## src/hdl/kpsp_pkg.sv

```systemverilog
`timescale 1ns / 1ps

package kpsp_pkg;

   localparam int COL_W      = 3;
   localparam int ROW_W      = 4;
   localparam int DUR_W      = 16;
   localparam int CSR_IDX_W  = 2;
   localparam int REQ_DATA_W = 8;
   localparam int RSP_DATA_W = 16;

   // register indexes on the csr port
   localparam logic [CSR_IDX_W-1:0] CSR_LONG_TICKS  = 2'd0;
   localparam logic [CSR_IDX_W-1:0] CSR_SHORT_TICKS = 2'd1;

   localparam logic [DUR_W-1:0] LONG_TICKS_RESET  = 16'd5000;
   localparam logic [DUR_W-1:0] SHORT_TICKS_RESET = 16'd1000;

   // all columns released
   localparam logic [COL_W-1:0] COLS_IDLE = 3'b111;

   typedef enum logic [1:0] {
      MODE_SCAN = 2'd0,
      MODE_SEND = 2'd1,
      MODE_WAIT = 2'd2
   } mode_type;

   typedef struct packed {
      logic [DUR_W-1:0] long_ticks;
      logic [DUR_W-1:0] short_ticks;
   } cfg_type;

   typedef struct packed {
      logic             busy_res;
      logic [7:0]       key_byte;
      logic             byte_valid;
      logic             line_level;
      logic [ROW_W-1:0] row_drive;
   } result_type;

   // key index row*3+col to ASCII
   function automatic logic [7:0] key_code(input logic [3:0] idx);
      logic [7:0] code;
      case (idx)
         4'd0:    code = 8'h31;
         4'd1:    code = 8'h32;
         4'd2:    code = 8'h33;
         4'd3:    code = 8'h34;
         4'd4:    code = 8'h35;
         4'd5:    code = 8'h36;
         4'd6:    code = 8'h37;
         4'd7:    code = 8'h38;
         4'd8:    code = 8'h39;
         4'd9:    code = 8'h2A;
         4'd10:   code = 8'h30;
         4'd11:   code = 8'h23;
         default: code = 8'h00;
      endcase
      return code;
   endfunction

endpackage

```

## src/hdl/keypad_scan_pulse_width_sender.sv

```systemverilog
`timescale 1ns / 1ps
// A result beat is registered in the output buffer's main entry, or in its skid entry during a stall.
// Throughput: one beat per cycle while req_tready is high; the scan/send state updates in
// a single pass and a two-entry output buffer drops req_tready only once its skid holds a stalled beat.
// Reset (synchronous, active high): scanning at row 0, counters and key byte
// cleared, long/short durations back to 5000/1000, output buffer empty.
module keypad_scan_pulse_width_sender
   import kpsp_pkg::*;
#(
   parameter int TICK_COUNTER_WIDTH = 16
) (
   input  logic                  clock,
   input  logic                  reset,
   // req_tdata: [2:0] column_lines, [7:3] zero
   input  logic                  req_tvalid,
   output logic                  req_tready,
   input  logic [REQ_DATA_W-1:0] req_tdata,
   // rsp_tdata: [3:0] row_drive, [4] line_level, [5] byte_valid,
   //            [13:6] key_byte, [14] busy_res, [15] zero
   output logic                  rsp_tvalid,
   input  logic                  rsp_tready,
   output logic [RSP_DATA_W-1:0] rsp_tdata,
   input  logic                  csr_valid,
   output logic                  csr_ready,
   input  logic [CSR_IDX_W-1:0]  csr_index,
   input  logic [DUR_W-1:0]      csr_data
);

   cfg_type    cfg_ff;
   result_type step_result;
   result_type rsp_result;
   logic       step_en;

   // register writes, unknown indexes dropped
   assign csr_ready = 1'b1;
   always_ff @(posedge clock) begin
      if (reset) begin
         cfg_ff.long_ticks  <= LONG_TICKS_RESET;
         cfg_ff.short_ticks <= SHORT_TICKS_RESET;
      end else if (csr_valid && csr_ready) begin
         case (csr_index)
            CSR_LONG_TICKS:  cfg_ff.long_ticks  <= csr_data;
            CSR_SHORT_TICKS: cfg_ff.short_ticks <= csr_data;
            default: ;
         endcase
      end
   end

   assign step_en = req_tvalid && req_tready;

   kpsp_core #(
      .TICK_COUNTER_WIDTH(TICK_COUNTER_WIDTH)
   ) u_core (
      .clock        (clock),
      .reset        (reset),
      .step_en      (step_en),
      .column_lines (req_tdata[COL_W-1:0]),
      .cfg          (cfg_ff),
      .result       (step_result)
   );

   kpsp_skid u_skid (
      .clock     (clock),
      .reset     (reset),
      .in_valid  (req_tvalid),
      .in_ready  (req_tready),
      .in_data   (step_result),
      .out_valid (rsp_tvalid),
      .out_ready (rsp_tready),
      .out_data  (rsp_result)
   );

   assign rsp_tdata = {1'b0, rsp_result};

endmodule

```

## src/hdl/kpsp_core.sv

```systemverilog
`timescale 1ns / 1ps

module kpsp_core
   import kpsp_pkg::*;
#(
   parameter int TICK_COUNTER_WIDTH = 16
) (
   input  logic             clock,
   input  logic             reset,
   input  logic             step_en,
   input  logic [COL_W-1:0] column_lines,
   input  cfg_type          cfg,
   output result_type       result
);

   localparam int TW = TICK_COUNTER_WIDTH;
   localparam int EW = (TW > DUR_W) ? TW : DUR_W;
   localparam logic [EW-1:0] CNT_MAX = EW'({TW{1'b1}});

   mode_type      mode_ff, mode_in;
   logic [1:0]    scan_row_ff, scan_row_in;
   logic [2:0]    bit_index_ff, bit_index_in;
   logic          phase_high_ff, phase_high_in;
   logic [TW-1:0] tick_count_ff, tick_count_in;
   logic [7:0]    shift_byte_ff, shift_byte_in;

   logic          cur_bit;
   logic [DUR_W-1:0] dur_reg;
   logic [EW-1:0] dur_ext;
   logic [TW-1:0] dur;
   logic          phase_done;
   logic          key_hit;
   logic [1:0]    col_sel;
   logic [3:0]    key_idx;

   // current bit, MSB first
   assign cur_bit = shift_byte_ff[~bit_index_ff];

   // phase duration: zero acts as one, saturate to counter range
   always_comb begin
      if (phase_high_ff == cur_bit) begin
         dur_reg = cfg.short_ticks;
      end else begin
         dur_reg = cfg.long_ticks;
      end
      dur_ext = EW'(dur_reg);
      if (dur_ext > CNT_MAX) begin
         dur_ext = CNT_MAX;
      end
      dur = dur_ext[TW-1:0];
      if (dur == '0) begin
         dur = TW'(1);
      end
   end

   assign phase_done = ({1'b0, tick_count_ff} + (TW+1)'(1)) >= {1'b0, dur};

   // first low column wins
   assign key_hit = column_lines != COLS_IDLE;
   always_comb begin
      if (!column_lines[2]) begin
         col_sel = 2'd0;
      end else if (!column_lines[1]) begin
         col_sel = 2'd1;
      end else begin
         col_sel = 2'd2;
      end
   end
   assign key_idx = {1'b0, scan_row_ff, 1'b0} + {2'b00, scan_row_ff} + {2'b00, col_sel};

   // next mode
   always_comb begin
      mode_in = mode_ff;
      case (mode_ff)
         MODE_SEND: begin
            if (phase_done && phase_high_ff && (bit_index_ff == 3'd7)) begin
               mode_in = MODE_WAIT;
            end
         end
         MODE_WAIT: begin
            if (!key_hit) begin
               mode_in = MODE_SCAN;
            end
         end
         default: begin
            mode_in = key_hit ? MODE_SEND : MODE_SCAN;
         end
      endcase
   end

   // datapath and result
   always_comb begin
      scan_row_in   = scan_row_ff;
      bit_index_in  = bit_index_ff;
      phase_high_in = phase_high_ff;
      tick_count_in = tick_count_ff;
      shift_byte_in = shift_byte_ff;
      result.row_drive  = ~(ROW_W'(1) << scan_row_ff);
      result.line_level = 1'b1;
      result.byte_valid = 1'b0;
      result.busy_res   = 1'b0;
      case (mode_ff)
         MODE_SEND: begin
            result.busy_res   = 1'b1;
            result.line_level = phase_high_ff;
            if (phase_done) begin
               tick_count_in = '0;
               phase_high_in = !phase_high_ff;
               if (phase_high_ff) begin
                  bit_index_in = bit_index_ff + 3'd1;
                  result.byte_valid = bit_index_ff == 3'd7;
               end
            end else begin
               tick_count_in = tick_count_ff + TW'(1);
            end
         end
         MODE_WAIT: begin
            result.busy_res = 1'b1;
         end
         default: begin
            if (key_hit) begin
               shift_byte_in = key_code(key_idx);
               bit_index_in  = '0;
               phase_high_in = 1'b0;
               tick_count_in = '0;
            end else begin
               scan_row_in = scan_row_ff + 2'd1;
            end
         end
      endcase
      result.key_byte = shift_byte_in;
   end

   always_ff @(posedge clock) begin
      if (reset) begin
         mode_ff       <= MODE_SCAN;
         scan_row_ff   <= '0;
         bit_index_ff  <= '0;
         phase_high_ff <= 1'b0;
         tick_count_ff <= '0;
         shift_byte_ff <= '0;
      end else if (step_en) begin
         mode_ff       <= mode_in;
         scan_row_ff   <= scan_row_in;
         bit_index_ff  <= bit_index_in;
         phase_high_ff <= phase_high_in;
         tick_count_ff <= tick_count_in;
         shift_byte_ff <= shift_byte_in;
      end
   end

`ifndef NO_ASSERTIONS
   // bit timing state is parked at zero outside a send
   a_idle_clean: assert property (@(posedge clock) disable iff (reset)
      (mode_ff != MODE_SEND) |->
         (tick_count_ff == '0 && bit_index_ff == '0 && !phase_high_ff))
      else $error("bit timing state not clear outside send");

   // byte done only comes out of a send
   a_valid_src: assert property (@(posedge clock) disable iff (reset)
      result.byte_valid |-> (mode_ff == MODE_SEND && phase_high_ff))
      else $error("byte_valid outside the last high phase");

   // finished byte moves to waiting for release
   a_valid_wait: assert property (@(posedge clock) disable iff (reset)
      (step_en && result.byte_valid) |=> (mode_ff == MODE_WAIT))
      else $error("no wait after byte done");
`endif

endmodule

```

## src/hdl/kpsp_skid.sv

```systemverilog
`timescale 1ns / 1ps

module kpsp_skid
   import kpsp_pkg::*;
(
   input  logic       clock,
   input  logic       reset,
   input  logic       in_valid,
   output logic       in_ready,
   input  result_type in_data,
   output logic       out_valid,
   input  logic       out_ready,
   output result_type out_data
);

   logic       main_valid_ff, main_valid_in;
   logic       skid_valid_ff, skid_valid_in;
   result_type main_ff, main_in;
   result_type skid_ff, skid_in;
   logic       in_fire;
   logic       out_fire;

   assign in_ready  = !skid_valid_ff;
   assign in_fire   = in_valid && in_ready;
   assign out_fire  = main_valid_ff && out_ready;
   assign out_valid = main_valid_ff;
   assign out_data  = main_ff;

   // two-entry buffer: main drives the port, skid catches a beat during a stall
   always_comb begin
      main_valid_in = main_valid_ff;
      skid_valid_in = skid_valid_ff;
      main_in       = main_ff;
      skid_in       = skid_ff;
      if (out_fire) begin
         if (skid_valid_ff) begin
            main_in       = skid_ff;
            skid_valid_in = 1'b0;
         end else if (in_fire) begin
            main_in = in_data;
         end else begin
            main_valid_in = 1'b0;
         end
      end else if (in_fire) begin
         if (!main_valid_ff) begin
            main_in       = in_data;
            main_valid_in = 1'b1;
         end else begin
            skid_in       = in_data;
            skid_valid_in = 1'b1;
         end
      end
   end

   always_ff @(posedge clock) begin
      if (reset) begin
         main_valid_ff <= 1'b0;
         skid_valid_ff <= 1'b0;
      end else begin
         main_valid_ff <= main_valid_in;
         skid_valid_ff <= skid_valid_in;
      end
      main_ff <= main_in;
      skid_ff <= skid_in;
   end

`ifndef NO_ASSERTIONS
   // skid never holds a beat behind an empty main stage
   a_order: assert property (@(posedge clock) disable iff (reset)
      skid_valid_ff |-> main_valid_ff)
      else $error("skid full while main empty");

   // a beat taken during a stall lands in the skid
   a_catch: assert property (@(posedge clock) disable iff (reset)
      (in_fire && main_valid_ff && !out_ready) |=> skid_valid_ff)
      else $error("stalled beat not caught");

   // draining the skid refills main
   a_drain: assert property (@(posedge clock) disable iff (reset)
      (skid_valid_ff && out_fire) |=> (main_valid_ff && !skid_valid_ff))
      else $error("skid drain lost a beat");
`endif

endmodule
```

## config.mk

```make
export PLATFORM = sky130hd
export DESIGN_NAME = keypad_scan_pulse_width_sender
export DESIGN_NICKNAME = d
export VERILOG_FILES = /design/src/hdl/kpsp_pkg.sv /design/src/hdl/keypad_scan_pulse_width_sender.sv /design/src/hdl/kpsp_core.sv /design/src/hdl/kpsp_skid.sv
export SDC_FILE = /design/constraint.sdc
export NUM_CORES = 1
export LEC_CHECK = 0
export ABC_CLOCK_PERIOD_IN_PS = 4440
export BUFFER_PORTS_ARGS = -buffer_cell sky130_fd_sc_hd__buf_2
export CAP_MARGIN = 30
export CORE_UTILIZATION = 59
export DETAILED_ROUTE_END_ITERATION = 8
export PLACE_DENSITY = 0.84
export SLEW_MARGIN = 15
export SYNTH_ARGS = -nofsm -noshare
export SYNTH_HDL_FRONTEND = slang
export SYNTH_SLANG_ARGS = --single-unit
```

## constraint.sdc

```tcl
create_clock -name clock -period 4.44 [get_ports clock]
set_input_delay 0.666 -clock clock [delete_from_list [all_inputs] [get_ports clock]]
set_output_delay 0.666 -clock clock [all_outputs]
set_load 0.02 [all_outputs]
```

==> metrics.cfg, run 1 <==
[worst_setup_path]
critical_path_cell_count=13
r2r.worst_path.cells=13
cp-start-kind=flop
cp.arrival_ns=4.32
path_buf_inv=2
path_class=flop to flop
crit_fanout=18
cp-end-kind=flop
worstReg2RegStart=u_core.bit_index_ff[0]
path_cells=mux4_2, mux2i_1, xnor2_2, buf_6, mux2i_1, ha_1, a21oi_1, o21ai_0, a2111o_1, a2111oi_4, buf_4, a31oi_1, mux2i_1
path_common_cell=mux2i_1
r2r_slack_ns=0.42
crit_family=compound AO/OA/AOI/OAI gates
slowest_delay_ns=0.55
worst_path_max_delay_cell=mux4_2
critPathRequiredTime_ns=4.74
reg2reg_to=u_core.tick_count_ff[2]

[synthesis]
ys.flop_type=dfxtp_1
ys_top_cells_by_count=91 x nand2_1, 66 x dfxtp_1, 36 x a21oi_1, 30 x edfxtp_1, 29 x ha_1
synthMuxAreaShare_pct=7.77
synth_nets=585
synth_compound_area_share_pct=12.5
ys_seq_area_share_pct=45.4
yosys.area_share.simple_pct=18.8
synth_edf_count=30
syn-cell-area_mm2=0.00489
synthArstFlopShare_pct=0
synth_top_area_cell=dfxtp_1
yosys_warnings=0
yosysMostFrequentCell=nand2_1
synth_top_family_by_area=simple AND/OR/NAND/NOR gates
synthCells=523
synth_area_leaders=dfxtp_1 27%, edfxtp_1 18%, ha_1 7.4%
synthAdderAreaFrac_pct=8.23
synth-seq-cells=96
synth_top_area_share_pct=27.0
synth.distinct_cells=54
synth_xor_area_share_pct=2.86
avgSynthCellArea_um2=9.36

[place]
pre_cts_ws_ns=0.457
portBuffers=42
globalplace.congestion=0.849
dp_hpwl_mm=7.38

[cts]
numCtsBuffers=9
cts_tree=yes
clk_latency_ns=0.38
postCtsSetupBuffers=0
postCtsHoldBufs=0
clockRootBuffer=clkbuf_8
htree_levels=3
path_clk_slew_ns=0.10
clock_path_buffers=2
ctsResizeCount=0
cts.sinks=96

[cells_and_area]
fin_nets=618
n_antenna_cell=0
layout-drive-gt1-share_pct=15.7
multiInputGateArea_mm2=0.00247
syn_to_final_growth_pct=9.79
regArea_mm2=0.00222
n_fill_cell=618

[sta]
worst_pin_slew_ns=0.811
final_max_slew_viol_count=0
fmax_mhz=249
tns_ns=0
period_share_pct=90.6
hold_viol=0
finalWorstSetupSlack_ns=0.419
rsz0062_at_grt=false
clock-skew-final_ns=0.0134
period_minus_slack_ns=4.02
slew_headroom_pct=45.9
setup_viol=0

[power]
vdd.ir_drop.worst_v=0.000172
power_density_mw_per_mm2=319
cellLeakagePower_nw=2.11

[detailed_routing]
routedWlPerCell_um=15.4
final_antenna_net_count=0
wl_mm=10.2
drtIter0Drc=167
drcViolationCount=0
viasPerCell=5.84
drtPass1Iterations=5
num_vias=3874

[floorplanning]
die-area_mm2=0.00866
core_mm2=0.00789
fp.dieH_um=93.1
pin_count=50
rows=32
die_w_um=93.1
start_util_pct=62.1

[worst_hold_path]
hold_path_depth=2
min_to=cfg_ff[16]
min_path_type=flop to flop
holdCritStartpoint=cfg_ff[16]

[global_route]
grt-ovfl-total=0
grt_pass1_vias=3677
grt_max_degree=55
antenna_found_initial=0
grtUsageTotal_pct=25.0
grt_first_pass_wirelength_mm=16.9

[flow_run]
drv_cap=0

[status]
status=finished, final reports clean

metal layers:
metal	global-route usage, %	vias up	wire length, um
li1	-	1912	-
met1	29.5	1827	4160
met2	44.2	111	5240
met3	4.47	24	525
met4	10.9	0	270
met5	0	-	0
state kept, by name, summed over array words and instances, names as in the netlist:
signal	flops
cfg_ff	32
u_core.bit_index_ff	3
u_core.mode_ff	2
u_core.phase_high_ff	1
u_core.scan_row_ff	2
u_core.shift_byte_ff	8
u_core.tick_count_ff	16
u_skid.out_data	15
u_skid.out_valid	1
u_skid.skid_ff	15
u_skid.skid_valid_ff	1
cell type report:
cell class	instances	area share [%]
Multi-Input combinational cell	374	46.0
Sequential cell	96	41.4
Timing Repair Buffer	49	4.96
Clock buffer	10	2.56
Tap cell	102	2.37
Inverter	26	1.82
Clock inverter	6	0.908
tightest hold or removal path: stages, from the launching register on:
cell and delay (ns):
dfxtp_1 0.33, nand2_1 0.05, a21oi_1 0.05
logic make-up (layout without fill, tap and decap cells):
| group | Yosys count | in the layout |
|---|---|---|
| DFF | 96 | 96 |
| xor gates and xnor gates | 16 | 16 |
| muxes | 34 | 34 |
| other | 2 | 2 |
| buffers and inverters | 53 | 91 |
| AOI/OAI and AO/OA | 93 | 93 |
| adders and majority gates | 31 | 31 |
| and+or+nand+nor | 198 | 198 |
cell usage in the layout (no fill, tap or decap), drive strengths merged, types with 2 or more instances in the layout:
| master | n |
|---|---|
| a2111oi | 2 |
| nor2 | 25 |
| and2 | 6 |
| o31ai | 2 |
| o22ai | 3 |
| a21oi | 36 |
| nor3 | 16 |
| nand3b | 2 |
| nor4 | 7 |
| nor2b | 2 |
| nand4 | 4 |
| and3 | 5 |
| conb | 2 |
| nand2b | 2 |
| xnor2 | 11 |
| o32ai | 2 |
| clkbuf | 10 |
| o21ai | 20 |
| a22oi | 9 |
| ha | 29 |
| a31oi | 2 |
| nand2 | 91 |
| xor2 | 5 |
| nand3 | 27 |
| mux4 | 2 |
| fa | 2 |
| edfxtp | 30 |
| dfxtp | 66 |
| mux2 | 12 |
| a21o | 2 |
| buf | 49 |
| nor3b | 4 |
| or4 | 3 |
| a32o | 2 |
| a211oi | 7 |
| mux2i | 20 |
| inv | 30 |
power breakdown:
group / total (mW) / leakage [nW] / internal, mW / switching, mW
clock: 0.551 / 0.0933 / 0.227 / 0.324
combinational: 0.199 / 1.22 / 0.0725 / 0.126
sequential: 0.966 / 0.801 / 0.944 / 0.0216
total: 1.72 / 2.11 / 1.24 / 0.472
metrics by stage:
| step | hold slack, ns | util, % | power (mW) | std cells | area [um^2] |
|---|---|---|---|---|---|
| 2_1_floorplan | 0.436 | - | 1.12 | 523 | 4890 |
| 3_3_place_gp | 0.450 | 65.5 | 1.17 | 645 | 5170 |
| 3_5_place_dp | 0.460 | 65.8 | 1.18 | 647 | 5190 |
| 4_1_cts | 0.473 | 68.1 | 1.72 | 663 | 5370 |
| 5_1_grt | 0.494 | 68.1 | 1.78 | 663 | 5370 |
| 6_report | 0.473 | 68.1 | 1.72 | 663 | 5370 |
how the worst max path moves through the flow:
stage,startpoint,endpoint,slack (ns)
after floorplan,u_core.bit_index_ff[0],u_core.tick_count_ff[5],0.43
after global placement,u_core.bit_index_ff[0],u_core.tick_count_ff[0],0.41
after detailed placement,u_core.bit_index_ff[0],u_core.tick_count_ff[2],0.46
after CTS,u_core.bit_index_ff[0],u_core.tick_count_ff[2],0.40
after global routing,u_core.bit_index_ff[0],u_core.tick_count_ff[5],0.20
final,u_core.bit_index_ff[0],u_core.tick_count_ff[2],0.42
Power figures use the tool's default switching activity.
==> run 2: changes to the inputs <==
- BUFFER_PORTS_ARGS: -buffer_cell sky130_fd_sc_hd__buf_2 -> default
- CORE_UTILIZATION: 59 -> 62
- CTS_BUF_LIST: default -> sky130_fd_sc_hd__clkbuf_2
- DONT_BUFFER_PORTS: default -> 1
- PLACE_DENSITY: 0.84 -> default
- PLACE_DENSITY_LB_ADDON: default -> 0.15
==> run 2 against run 1 <==
First-iteration DRC count down 13%. Sequential power grew 2%. Register-to-register slack got worse by 0.08 ns. Sequential share of layout area is 2.5 points higher. Clock power down 28%. Critical path depth stayed put. Die area decreased by 4.7%. Final cell count fell by 6.5%. Global-route usage up 0.90 points. Critical path type unchanged. Largest cell class unchanged.
==> metrics.cfg, run 2 (same netlist as run 1, synthesis figures left out) <==
[status]
status=finished, final reports clean

[detailed_routing]
wl_mm=10.0
routedWlPerCell_um=16.2
viasPerCell=5.95
num_vias=3690
drcViolationCount=0
drtPass1Iterations=6
drtIter0Drc=146
final_antenna_net_count=0

[global_route]
grt_first_pass_wirelength_mm=16.8
grtUsageTotal_pct=25.9
grt_max_degree=56
grt_pass1_vias=3525
antenna_found_initial=0
grt-ovfl-total=0

[floorplanning]
die_w_um=90.9
die-area_mm2=0.00825
core_mm2=0.00769
rows=32
start_util_pct=63.7
pin_count=50
fp.dieH_um=90.9

[cells_and_area]
layout-drive-gt1-share_pct=9.07
top_register=cfg_ff
fin_nets=575
stdcell_count=620
top_regs=cfg_ff (32), u_core.tick_count_ff (16)
syn_to_final_growth_pct=3.68
largest_reg_flops=32
n_antenna_cell=0
final_common_cell=nand2_1
layout_common_cells=91 x nand2_1, 65 x dfxtp_1, 36 x a21oi_1

[cts]
htree_levels=3
clockRootBuffer=clkbuf_2
clock_path_buffers=2
cts_tree=yes
postCtsHoldBufs=0
cts.sinks=96
clk_latency_ns=0.57
path_clk_slew_ns=0.27
numCtsBuffers=9

[worst_setup_path]
worstReg2RegStart=u_core.bit_index_ff[0]
worstSetupEndpoint=u_core.tick_count_ff[5]
reg2reg_to=u_core.tick_count_ff[5]
r2r_slack_ns=0.34
r2r.worst_path.cells=13
cp-end-kind=flop
cp-start-kind=flop
critPathRequiredTime_ns=4.95
startpoint=u_core.bit_index_ff[0]
cp.arrival_ns=4.60
path_class=flop to flop
crit_fanout=18

[flow_run]
drv_cap=0

[sta]
worst_pin_slew_ns=0.768
period_share_pct=92.3
fmax_mhz=244
clock-skew-final_ns=0.0230
finalWorstSetupSlack_ns=0.341
final_max_slew_viol_count=0
period_minus_slack_ns=4.10
tns_ns=0
slew_headroom_pct=48.8
setup_viol=0
rsz0062_at_grt=false
hold_viol=0

[power]
cellLeakagePower_nw=1.92
power_density_mw_per_mm2=301
vdd.ir_drop.worst_v=0.000146

[worst_hold_path]
min_path_type=input port to flop

[place]
dp_hpwl_mm=7.19
pre_cts_ws_ns=0.380
placed_cells=604
portBuffers=0
globalplace.congestion=0.843

[run 2: area by class of cell]
cell class / instances / area (um^2)
Timing Repair Buffer: 6 / 52.6
Fill cell: 662 / 2610
Multi-Input combinational cell: 374 / 2470
Sequential cell: 96 / 2220
Tap cell: 102 / 128
Clock buffer: 10 / 50.0
Clock inverter: 6 / 50.0
Inverter: 26 / 97.6
[run 2: how the worst min path moves through the flow]
stage,cells after the start,slack [ns],startpoint,end
floorplan,2,0.44,cfg_ff[0],cfg_ff[0]
global placement,2,0.44,cfg_ff[0],cfg_ff[0]
detailed placement,2,0.45,cfg_ff[0],cfg_ff[0]
CTS,1,0.1,reset,u_skid.out_valid
global route,1,0.07,reset,u_core.scan_row_ff[0]
finish,1,0.12,reset,u_core.tick_count_ff[9]
[run 2: what timing repair did]
| item | in CTS | in global routing |
|---|---|---|
| buffers inserted | 0 | 0 |
| endpoints found under the setup margin | 0 | 1 |
| resized for setup | 0 | 1 |
[run 2: layer usage]
metal,track usage [%],vias to the layer above,routed length (um)
met5,0,-,0
met4,9.66,0,188
met3,4.38,16,550
met2,44.8,92,5020
met1,32.3,1749,4260
li1,-,1833,-
[run 2: power breakdown]
part / leakage, nW / total [mW] / internal [mW] / switching (mW)
Combinational: 1.05 / 0.149 / 0.0564 / 0.0924
Clock: 0.0648 / 0.396 / 0.0848 / 0.311
Sequential: 0.801 / 0.986 / 0.948 / 0.0375
Total: 1.92 / 1.53 / 1.09 / 0.441
[run 2: worst max-delay path, cell delays in order (launching register included)]
cell and delay (ns):
dfxtp_2 0.45, mux4_2 0.51, mux2i_1 0.24, xnor2_2 0.25, buf_6 0.25, mux2i_1 0.26
ha_1 0.29, a21oi_1 0.18, o21ai_0 0.14, a2111o_1 0.53, a2111oi_4 0.37, buf_4 0.27
a31oi_1 0.11, mux2i_1 0.16
[run 2: through the flow]
step / util [%] / total power, mW / hold slack, ns / cell area, um^2
after floorplan: - / 1.12 / 0.436 / 4890
after global placement: 64.4 / 1.14 / 0.442 / 4950
after detailed placement: 64.7 / 1.15 / 0.453 / 4970
after CTS: 66.0 / 1.54 / 0.0969 / 5070
after global routing: 66.0 / 1.60 / 0.0719 / 5070
final: 66.0 / 1.53 / 0.120 / 5070
